[src/svm_pkg.sv]
// Shared types and constants for the sphere voxel mask painter.
// Used by the controller, the datapath, the top level and the checker.
package svm_pkg;

  // Grid and store sizes.
  localparam int MAX_DIM     = 64;
  localparam int STORE_DEPTH = 32768;
  localparam int ADDR_W      = $clog2(STORE_DEPTH);
  localparam int DIM_W       = $clog2(MAX_DIM + 1);
  localparam int IDX_W       = $clog2(MAX_DIM);
  localparam int BIT_W       = 3 * IDX_W;
  localparam int NYNZ_W      = 2 * IDX_W + 1;

  // Field widths.
  localparam int COORD_W = 24;
  localparam int RAD_W   = 12;
  localparam int SPC_W   = 12;
  localparam int CFG_IDX_W = 3;
  localparam int CFG_DAT_W = 24;

  // Offsets, positions and comparison widths.
  localparam int DIFF_W = COORD_W + 1;
  localparam int POS_W  = IDX_W + SPC_W + 1;
  localparam int CMP_W  = DIFF_W + 2;
  localparam int DLT_W  = RAD_W + 1;
  localparam int SQ_W   = 2 * RAD_W;
  localparam int SUM_W  = SQ_W + 2;

  // Action codes.
  typedef enum logic [1:0] {
    ACT_CLEAR = 2'd0,
    ACT_PAINT = 2'd1,
    ACT_READ  = 2'd2,
    ACT_NONE  = 2'd3
  } action_e;

  // Configuration register indexes.
  localparam logic [CFG_IDX_W-1:0] CFG_ORIGIN_X = 3'd0;
  localparam logic [CFG_IDX_W-1:0] CFG_ORIGIN_Y = 3'd1;
  localparam logic [CFG_IDX_W-1:0] CFG_ORIGIN_Z = 3'd2;
  localparam logic [CFG_IDX_W-1:0] CFG_SPACING  = 3'd3;
  localparam logic [CFG_IDX_W-1:0] CFG_POINTS_X = 3'd4;
  localparam logic [CFG_IDX_W-1:0] CFG_POINTS_Y = 3'd5;
  localparam logic [CFG_IDX_W-1:0] CFG_POINTS_Z = 3'd6;

  // Request and result payloads.
  typedef struct packed {
    logic [1:0]                action;
    logic signed [COORD_W-1:0] center_x;
    logic signed [COORD_W-1:0] center_y;
    logic signed [COORD_W-1:0] center_z;
    logic [RAD_W-1:0]          radius;
    logic [ADDR_W-1:0]         byte_index;
  } req_t;

  typedef struct packed {
    logic [1:0] done_action;
    logic [7:0] mask_byte;
  } res_t;

  // Grid configuration as held by the register file.
  typedef struct packed {
    logic signed [COORD_W-1:0] origin_x;
    logic signed [COORD_W-1:0] origin_y;
    logic signed [COORD_W-1:0] origin_z;
    logic [SPC_W-1:0]          spacing;
    logic [DIM_W-1:0]          points_x;
    logic [DIM_W-1:0]          points_y;
    logic [DIM_W-1:0]          points_z;
  } cfg_t;

  // Commands from the controller to the datapath.
  typedef struct packed {
    logic latch;
    logic clr_step;
    logic scan_step;
    logic box_init;
    logic pt_step;
    logic wr_bit;
    logic capture;
  } cmd_t;

  // Status from the datapath to the controller.
  typedef struct packed {
    logic clr_last;
    logic scan_last;
    logic box_empty;
    logic hit;
    logic pt_last;
  } sts_t;

endpackage

[src/svm_ctrl.sv]
// Controller state machine of the sphere voxel mask painter.
// Depends on svm_pkg for the command, status and action types.
module svm_ctrl
  import svm_pkg::*;
(
  input  logic       clk_i,
  input  logic       rst_ni,
  input  logic       start_i,
  input  logic [1:0] action_i,
  input  sts_t       sts_i,
  output cmd_t       cmd_o,
  output logic       busy_o,
  output logic       done_o
);

  typedef enum logic [3:0] {
    S_INIT, S_IDLE, S_CLEAR, S_SCAN, S_BOX, S_SQ, S_TEST, S_RMW, S_READ, S_FINISH
  } state_e;

  state_e state_q, state_d;
  logic   done_q, done_d;

  // Next state and commands.
  always_comb begin
    state_d = state_q;
    done_d  = 1'b0;
    cmd_o   = '0;
    case (state_q)
      S_INIT: begin
        cmd_o.clr_step = 1'b1;
        if (sts_i.clr_last) state_d = S_IDLE;
      end
      S_IDLE: begin
        if (start_i) begin
          cmd_o.latch = 1'b1;
          case (action_i)
            ACT_CLEAR: state_d = S_CLEAR;
            ACT_PAINT: state_d = S_SCAN;
            ACT_READ:  state_d = S_READ;
            default:   state_d = S_FINISH;
          endcase
        end
      end
      S_CLEAR: begin
        cmd_o.clr_step = 1'b1;
        if (sts_i.clr_last) state_d = S_FINISH;
      end
      S_SCAN: begin
        cmd_o.scan_step = 1'b1;
        if (sts_i.scan_last) state_d = S_BOX;
      end
      S_BOX: begin
        if (sts_i.box_empty) begin
          state_d = S_FINISH;
        end else begin
          cmd_o.box_init = 1'b1;
          state_d = S_SQ;
        end
      end
      S_SQ: state_d = S_TEST;
      S_TEST: begin
        if (sts_i.hit) begin
          state_d = S_RMW;
        end else begin
          cmd_o.pt_step = 1'b1;
          state_d = sts_i.pt_last ? S_FINISH : S_SQ;
        end
      end
      S_RMW: begin
        cmd_o.wr_bit  = 1'b1;
        cmd_o.pt_step = 1'b1;
        state_d = sts_i.pt_last ? S_FINISH : S_SQ;
      end
      S_READ: state_d = S_FINISH;
      S_FINISH: begin
        cmd_o.capture = 1'b1;
        done_d  = 1'b1;
        state_d = S_IDLE;
      end
      default: state_d = S_IDLE;
    endcase
  end

  // State and result strobe.
  always_ff @(posedge clk_i or negedge rst_ni) begin
    if (!rst_ni) begin
      state_q <= S_INIT;
      done_q  <= 1'b0;
    end else begin
      state_q <= state_d;
      done_q  <= done_d;
    end
  end

  assign busy_o = (state_q != S_IDLE);
  assign done_o = done_q;

endmodule

[config.mk]
export PLATFORM = sky130hd
export DESIGN_NAME = svm_ctrl
export DESIGN_NICKNAME = d
export VERILOG_FILES = /design/src/svm_pkg.sv /design/src/svm_ctrl.sv
export SDC_FILE = /design/constraint.sdc
export NUM_CORES = 1
export LEC_CHECK = 0
export BUFFER_PORTS_ARGS = -buffer_cell sky130_fd_sc_hd__buf_2
export CAP_MARGIN = 5
export CORE_MARGIN = 2
export CORE_UTILIZATION = 25
export CTS_BUF_LIST = sky130_fd_sc_hd__clkbuf_16
export CTS_CLUSTER_DIAMETER = 50
export CTS_CLUSTER_SIZE = 16
export DETAILED_ROUTE_END_ITERATION = 10
export PLACE_DENSITY = 0.56
export SLEW_MARGIN = 20
export SYNTH_ARGS = -nofsm -noshare
export SYNTH_HDL_FRONTEND = slang
export SYNTH_SLANG_ARGS = --single-unit
[constraint.sdc]
create_clock -name clk_i -period 4.1 [get_ports clk_i]
set_input_delay 0.205 -clock clk_i [delete_from_list [all_inputs] [get_ports clk_i]]
set_output_delay 0.205 -clock clk_i [all_outputs]
set_load 0.03 [all_outputs]
==> flow_metrics.tcl, run 1 <==
set metrics [dict create \
    critical_path.top_delay_family "flip-flops" \
    hold_start "sts_i[4]" \
    place_worst_setup_slack_ns 2.56 \
    die_y_um 47.6 \
    yosysMostFrequentCell "nor2_1" \
    die_x_um 47.6 \
    antenna_cells 0 \
    yosysTopAreaCellShare_pct 26.3 \
    cts_tree "yes" \
    rsz0062_at_grt "false" \
    reg2reg_depth 4 \
    critPathBufInv 1 \
    setup-tns-final_ns 0 \
    r2r-end "state_q[1]" \
    p_sw_w 0.000230 \
    antenna_found_initial 0 \
    grt_pass1_wl_um 1910 \
    min_period_ns 1.65 \
    rows 15 \
    numPortBuffers 18 \
    clock-sinks 5 \
    h-tree-depth 1 \
    status "completed" \
    setup_viol 0 \
    synth.distinct_cells 31 \
    cts_resized 0 \
    tightest_slew_ns 0.435 \
    dp_cells 96 \
    synth_area_per_cell_um2 8.20 \
    netlist_top_cells_count "nor2_1, dfrtp_1, nand2_1, nor2b_1" \
    timing.fmax_mhz 604 \
    powerDensity_mw_per_mm2 843 \
    hold_depth 3 \
    layout_setup_ws_ns 2.45 \
    drc 0 \
    clk_pin_slew_ns 0.03 \
    drtIter0Drc 10 \
    p_int_w 0.000312 \
    io_pins 19 \
    cts_buffer_depth 2 \
    syn_area_um2 475 \
    ys_warn_count 0 \
    dieArea_mm2 0.00227 \
    drive_gt1_share_pct 34.2 \
    syn-instance-count 58 \
    critical_path.max_stage_delay_ns 0.59 \
    nets 87 \
    ir_worst_vdd_mv 0.390 \
    fillCellCount 199 \
    power_frac_seq_pct 21.5 \
    relSlewSlack_pct 71.0 \
    vias 478 \
    instances_no_fill 101 \
    synth-main-ff-cell "dfrtp_1" \
    multiInputGateArea_um2 300 \
    crit_type "reg2out" \
    crit_path_end_kind "output port" \
    syn2layout_area_growth_pct 35.3 \
    first_global_vias 463 \
    startpoint_type "flip-flop" \
    dp_hpwl_um 864 \
    fin_crit_sh_pct 40.4 \
    p_leak_nw 0.322 \
    cp.required_ns 3.89 \
    clk_latency_ns 0.23 \
    vias_per_cell 4.73 \
    drv_cap 0 \
    swShare_pct 42.5 \
    fin_worst_skew_ns 0.00281 \
    drtPass1Iterations 4 \
    coreArea_mm2 0.00176 \
    rr_startpoint "state_q[1]" \
    rrSetupSlack_ns 2.55 \
    synth-seq-cells 5 \
    crit_fanout 15 \
    synth-async-reset-ratio_pct 100 \
    gp_congestion 0.759 \
    utilization_pct 36.5 \
    slew_violations 0 \
    hold_viol_final 0 \
    regArea_um2 125 \
    crit_slowest_cell "dfrtp_1" \
    synth_nets 68 \
    cts-root-buf "clkbuf_16" \
    wl_per_cell_um 11.4 \
    grt_max_degree 16 \
    synth-edff-count 0 \
    ys_seq_area_share_pct 26.3 \
    initial_core_util_pct 27.0 \
    cp.arrival_ns 1.45 \
    pwr-share-clk_pct 28.8 \
    grtUsageTotal_pct 12.8 \
    yosysTopAreaCell "dfrtp_1" \
    synthTopCellsByArea "dfrtp_1, nor2b_1, buf_6" \
    path_cells "and2b_4 > and3b_1 > buf_2" \
    ant_nets 0 \
    totalWireLength_um 1150 \
    cts_buffers 3 \
    grt-ovfl-total 0 \
    hold_path_class "in2reg" \
    power_frac_comb_pct 49.6 \
    min_to "state_q[0]" \
]
## worst max-delay path by stage
stage,start,to,cells past startpoint
global route,state_q[0],cmd_o[4],3
CTS,state_q[0],cmd_o[0],3
detailed placement,state_q[1],state_q[1],4
floorplan,state_q[0],cmd_o[3],2
finish,state_q[0],cmd_o[0],3
global placement,state_q[1],state_q[1],4
## worst min-delay path, cell delays in order
cell	delay, ns
buf_2	0.10
inv_1	0.05
a32oi_1	0.05
## registers in the layout, indices dropped and copies added (netlist names)
signal	cells
state_q	4
done_o	1
## logic make-up after synthesis
logic type	Yosys count	synth area share, %
AND/OR/NAND/NOR	31	36.3
multiplexers	2	5.26
buffers and inverters	7	10.5
AO/OA/AOI/OAI	13	21.6
flip-flops	5	26.3
## placed cells by master, fill, tap and decap left out, drive strengths merged, types with 2 or more instances in the layout
cell     instances
buf             18
nor2             6
dfrtp            5
nand2            5
nor2b            5
nand2b           3
nor3             3
nand3            3
inv              3
clkbuf           3
and3             2
a21oi            2
o22ai            2
o21ai            2
a2bb2oi          2
## layer usage
metal	vias up	GRT usage (%)	routed length (um)
li1	245	-	-
met4	0	6.49	19
met5	-	0	0
met2	18	18.4	489
met1	211	15.4	557
met3	4	6.79	84
## layout make-up
type / count / area share [%]
Tap cell: 25 / 4.86
Clock inverter: 1 / 0.584
Inverter: 2 / 1.17
Sequential cell: 5 / 19.5
Multi-Input combinational cell: 46 / 46.7
Timing Repair Buffer: 19 / 15.6
Clock buffer: 3 / 11.7
## per-stage QoR
stage | total power, W | instance area [um^2] | hold slack, ns
after floorplan | 0.000346 | 475 | -0.0906
after global placement | 0.000386 | 554 | 0.0249
after detailed placement | 0.000387 | 554 | 0.0231
after CTS | 0.000547 | 643 | 0.236
after global routing | 0.000587 | 643 | 0.243
final | 0.000542 | 643 | 0.238
## what timing repair did
action | 4_1_cts | 5_1_grt
hold buffers | 1 | 0
endpoints found under the hold margin | 5 | 0
setup buffers | 0 | 0
## power groups by stage
stage | registers [W] | clock network [W] | logic (W)
3_5_place_dp | 0.000117 | 0 | 0.000270
6_report | 0.000117 | 0.000156 | 0.000269
5_1_grt | 0.000124 | 0.000167 | 0.000295
3_3_place_gp | 0.000116 | 0 | 0.000270
4_1_cts | 0.000117 | 0.000159 | 0.000271
2_1_floorplan | 0.0000853 | 0 | 0.000260
No activity file was read; power rests on OpenSTA's default activity.
==> run 2, diff against run 1 <==
--- a/config.mk
+++ b/config.mk
@@ -5,6 +5,7 @@
 export SDC_FILE = /design/constraint.sdc
 export NUM_CORES = 1
 export LEC_CHECK = 0
+export ABC_AREA = 1
 export BUFFER_PORTS_ARGS = -buffer_cell sky130_fd_sc_hd__buf_2
 export CAP_MARGIN = 5
 export CORE_MARGIN = 2
@@ -13,7 +14,7 @@
 export CTS_CLUSTER_DIAMETER = 50
 export CTS_CLUSTER_SIZE = 16
 export DETAILED_ROUTE_END_ITERATION = 10
-export PLACE_DENSITY = 0.56
+export PLACE_DENSITY = 0.58
 export SLEW_MARGIN = 20
 export SYNTH_ARGS = -nofsm -noshare
 export SYNTH_HDL_FRONTEND = slang
==> constraint.sdc (replaced) <==
create_clock -name clk_i -period 1.5 [get_ports clk_i]
set_input_delay 0.075 -clock clk_i [delete_from_list [all_inputs] [get_ports clk_i]]
set_output_delay 0.075 -clock clk_i [all_outputs]
set_load 0.03 [all_outputs]
==> flow_metrics.tcl, run 2 <==
set metrics [dict create \
    antenna_cells 0 \
    dp_hpwl_um 920 \
    reg2reg_depth 8 \
    drive_gt1_share_pct 37.1 \
    ir_worst_vdd_mv 0.979 \
    rows 15 \
    ys_warn_count 0 \
    p_leak_nw 0.378 \
    hold_path_class "in2async" \
    min_period_ns 1.41 \
    gp_congestion 0.826 \
    synthTopCellsByArea "dfrtp_1, nand2_1, nor2_1" \
    regMostFlops "state_q" \
    syn_area_um2 450 \
    cts_tree "yes" \
    coreArea_mm2 0.00171 \
    regArea_um2 126 \
    yosysMostFrequentCell "nand2_1" \
    powerDensity_mw_per_mm2 2300 \
    path_cells "inv_2 > nand2_1 > nor2_4 > inv_1 > nor2_1 > clkbuf_4" \
    relSlewSlack_pct 82.8 \
    synth-seq-cells 5 \
    wl_per_cell_um 9.43 \
    vias 529 \
    synth_nets 84 \
    synth-edff-count 0 \
    clk_latency_ns 0.22 \
    stdcell_area_um2 669 \
    crit_slowest_cell "dfrtp_2" \
    tightest_slew_ns 0.255 \
    grt_max_degree 8 \
    antenna_found_initial 0 \
    yosysTopAreaCellShare_pct 27.8 \
    cp.required_ns 1.42 \
    rsz0062_at_grt "false" \
    cts_buffers 3 \
    syn-instance-count 74 \
    layout_commonest_cell "nand2_1" \
    status "completed" \
    synth-async-reset-ratio_pct 100 \
    initial_core_util_pct 26.4 \
    setup_viol 0 \
    largest_reg_flops 4 \
    dieArea_mm2 0.00216 \
    instances_no_fill 122 \
    vias_per_cell 4.34 \
    grt_pass1_wl_um 1920 \
    synth-main-ff-cell "dfrtp_1" \
    clock-sinks 5 \
    h-tree-depth 1 \
    synth.distinct_cells 17 \
    dp_cells 117 \
    drtIter0Drc 5 \
    timing.fmax_mhz 707 \
    numPortBuffers 18 \
    utilization_pct 39.2 \
    post-cts-setup-buffers 0 \
    crit_fanout 5 \
    crit_type "reg2out" \
    grtUsageTotal_pct 12.4 \
    hold_viol_final 0 \
    drtPass1Iterations 4 \
    cp.arrival_ns 1.34 \
    io_pins 19 \
    drv_cap 0 \
    layout.cells.most_common_list "nand2_1, buf_2, nor2_1" \
    cts_buffer_depth 2 \
    syn2layout_area_growth_pct 48.6 \
    startpoint_type "flip-flop" \
    critical_path.max_stage_delay_ns 0.43 \
    fin_worst_skew_ns 0.000358 \
    synth_area_per_cell_um2 6.09 \
    fillCellCount 181 \
    ant_nets 0 \
    die_y_um 46.4 \
    slew_violations 0 \
    place_area_um2 572 \
    p_total_w 0.00154 \
    netlist_top_cells_count "nand2_1, nor2_1, nand3_1, inv_1, dfrtp_1" \
    grt-ovfl-total 0 \
    cts-root-buf "clkbuf_16" \
    fin_crit_sh_pct 94.3 \
    multiInputGateArea_um2 278 \
    totalWireLength_um 1150 \
    setup-tns-final_ns 0 \
    yosysTopAreaCell "dfrtp_1" \
    drc 0 \
    first_global_vias 456 \
    nets 108 \
    crit_path_end_kind "output port" \
    clk_pin_slew_ns 0.03 \
    ys_seq_area_share_pct 27.8 \
    die_x_um 46.4 \
]
-- run 2: metal layers --
layer  GRT usage (%)  share of wire (%)  up-vias
met1            16.4                 46      238
met3            2.35                3.5        0
met2            20.6                 50       10
met5               0                  0        -
li1                -                  -      281
met4            3.43                  0        0
-- run 2: cells by family after synthesis --
family | share of synthesized area [%]
simple gates | 55.8
buf+inv | 11.7
flops | 27.8
compound gates | 4.72
-- run 2: area by class of cell --
| cell class | count | area share, % |
|---|---|---|
| tap | 25 | 4.67 |
| clock inverter | 1 | 0.561 |
| multi-input combinational | 56 | 41.5 |
| timing repair buffer | 20 | 16.4 |
| clock buffer | 3 | 11.2 |
| inverter | 12 | 6.73 |
| sequential | 5 | 18.9 |
-- run 2: path summary, 6_finish.rpt --
kind / startpoint / to / slack, ns
min in group clk_i: action_i[1] / state_q[3] / 0.20
max in group asynchronous: rst_ni / state_q[1] / 1.17
max: state_q[1] / cmd_o[6] / 0.09
min reg2reg: state_q[2] / done_o / 0.53
max reg2reg: state_q[3] / state_q[0] / 0.26
min: rst_ni / state_q[2] / 0.19
-- run 2: power by group --
part	leakage [nW]	total (W)	internal, W	switching [W]
combinational	0.272	0.000857	0.000271	0.000586
sequential	0.0639	0.000259	0.000190	0.0000690
clock	0.0423	0.000422	0.000344	0.0000781
total	0.378	0.00154	0.000806	0.000733
-- run 2: timing repair --
action,CTS,global route
endpoints found under the hold margin,5,0
gates resized for setup,0,3
hold buffers,1,0
endpoints found under the setup margin,0,1
-- run 2: per-stage QoR --
step | hold slack (ns) | setup slack [ns]
6_report | 0.192 | 0.0859
5_1_grt | 0.204 | 0.0109
4_1_cts | 0.197 | 0.0273
3_5_place_dp | -0.111 | 0.245
3_3_place_gp | -0.109 | 0.253
2_1_floorplan | -0.221 | 0.00108
-- run 2: critical path: cells and delay by family (launching register included) --
kind | cells | cell delay (ns)
buffers and inverters | 3 | 0.32
and+or+nand+nor | 3 | 0.36
DFF | 1 | 0.43
==> run 3, diff against run 2 <==
--- a/config.mk
+++ b/config.mk
@@ -14,6 +14,7 @@
 export CTS_CLUSTER_DIAMETER = 50
 export CTS_CLUSTER_SIZE = 16
 export DETAILED_ROUTE_END_ITERATION = 10
+export MAX_ROUTING_LAYER = met4
 export PLACE_DENSITY = 0.58
 export SLEW_MARGIN = 20
 export SYNTH_ARGS = -nofsm -noshare
==> constraint.sdc (replaced) <==
create_clock -name clk_i -period 1.5 [get_ports clk_i]
set_input_delay 0.075 -clock clk_i [delete_from_list [all_inputs] [get_ports clk_i]]
set_output_delay 0.075 -clock clk_i [all_outputs]
set_load 0.1 [all_outputs]
==> flow_metrics.tcl, run 3 (synthesis gave the netlist of run 2 again) <==
set metrics [dict create \
    status "completed" \
    startpoint_type "flip-flop" \
    clk_latency_ns 0.23 \
    dieArea_mm2 0.00216 \
    nets 108 \
    h-tree-depth 1 \
    path_cells "inv_2 > nand2_1 > nor2_4 > inv_2 > nor2_4 > buf_12" \
    rows 15 \
    setup-tns-final_ns 0 \
    cts_buffer_depth 2 \
    drtPass1Iterations 4 \
    totalWireLength_um 1220 \
    io_pins 19 \
    cp.arrival_ns 1.40 \
    fillCellCount 172 \
    tightest_slew_ns 0.482 \
    critical_path.top_delay_family "flip-flops" \
    clk_pin_slew_ns 0.03 \
    vias_per_cell 4.20 \
    coreArea_mm2 0.00171 \
    clock-sinks 5 \
    relSlewSlack_pct 68.1 \
    cts_tree "yes" \
    syn2layout_area_growth_pct 84.7 \
    die_y_um 46.4 \
    cp.required_ns 1.42 \
    layout_commonest_cell "nand2_1" \
    drv_cap 0 \
    wl_per_cell_um 9.98 \
    hold_viol_final 0 \
    critical_path.max_stage_delay_ns 0.41 \
    grt_max_degree 8 \
    layout.cells.most_common_list "nand2_1, nor2_1, buf_2" \
    fin_crit_sh_pct 98.3 \
    largest_reg_flops 4 \
    layout_setup_ws_ns 0.0252 \
    dp_hpwl_um 1010 \
    drtIter0Drc 6 \
    place_worst_setup_slack_ns 0.176 \
    antenna_cells 0 \
    grtUsageTotal_pct 14.7 \
    grt-ovfl-total 0 \
    crit_fanout 5 \
    min_period_ns 1.47 \
    vias 513 \
    instances_no_fill 122 \
    initial_core_util_pct 26.4 \
    rsz0062_at_grt "true" \
    crit_type "reg2out" \
    first_global_vias 506 \
    cts_buffers 3 \
    critPathBufInv 3 \
    grt_pass1_wl_um 2100 \
    drive_gt1_share_pct 43.3 \
    antenna_found_initial 0 \
    timing.fmax_mhz 678 \
    regMostFlops "state_q" \
    crit_slowest_cell "dfrtp_1" \
    crit_path_end_kind "output port" \
    setup_viol 0 \
    dp_cells 117 \
    post-cts-setup-buffers 0 \
    gp_congestion 0.841 \
    fin_worst_skew_ns 0.000755 \
    drc 0 \
    cts-root-buf "clkbuf_16" \
    numPortBuffers 18 \
    hold_path_class "in2async" \
    slew_violations 0 \
    ant_nets 0 \
    die_x_um 46.4 \
]
## run 3: what timing repair did
action                     4_1_cts  5_1_grt
hold endpoints to repair         5        0
hold buffers                     1        0
pin swaps                        1        0
cloned                           0        0
resized for setup                3        1
setup endpoints to repair        1        3
## run 3: cell type report
cell class / count / area, um^2 / area share (%)
timing repair buffer: 20 / 228 / 27.4
inverter: 12 / 45.0 / 5.41
sequential: 5 / 126 / 15.2
tap: 25 / 31.3 / 3.76
multi-input combinational: 56 / 323 / 38.8
clock inverter: 1 / 3.75 / 0.451
clock buffer: 3 / 75.1 / 9.02
## run 3: path summary, 6_finish.rpt
path / start / end / slack [ns] / depth (start not counted)
min reg2reg: state_q[1] / state_q[1] / 0.57 / 2
max in group asynchronous: rst_ni / state_q[3] / 1.16 / 2
max: state_q[1] / cmd_o[6] / 0.03 / 6
min: rst_ni / done_o / 0.19 / 2
max reg2reg: state_q[2] / state_q[0] / 0.23 / 8
min in group clk_i: sts_i[3] / state_q[0] / 0.20 / 6
## run 3: worst reg2reg max path, stage by stage (launching register included)
cell,delay [ns]
dfrtp_1,0.42
inv_2,0.14
nand2_4,0.09
nor2_2,0.18
nand2_2,0.07
nand3_2,0.11
inv_2,0.04
nand2_1,0.06
nand2_1,0.04
## run 3: metal layers
metal  part of all wire, %  track usage (%)  vias up
met3                   6.2             5.88        0
met5                     0                -        -
met2                    53             21.1       12
met1                    41             17.4      226
li1                      -                -      275
met4                     0             8.00        0
## run 3: metrics by stage
step | cell area (um^2) | hold WS [ns] | util (%)
after CTS | 827 | 0.192 | 48.4
final | 832 | 0.195 | 48.7
after detailed placement | 732 | -0.102 | 42.9
after global placement | 732 | -0.106 | 42.9
after floorplan | 490 | -0.221 | -
after global routing | 832 | 0.221 | 48.7
Power of run 3 is not shown: default switching activity piles up to over one toggle a cycle in this logic, so the estimate is an artifact.
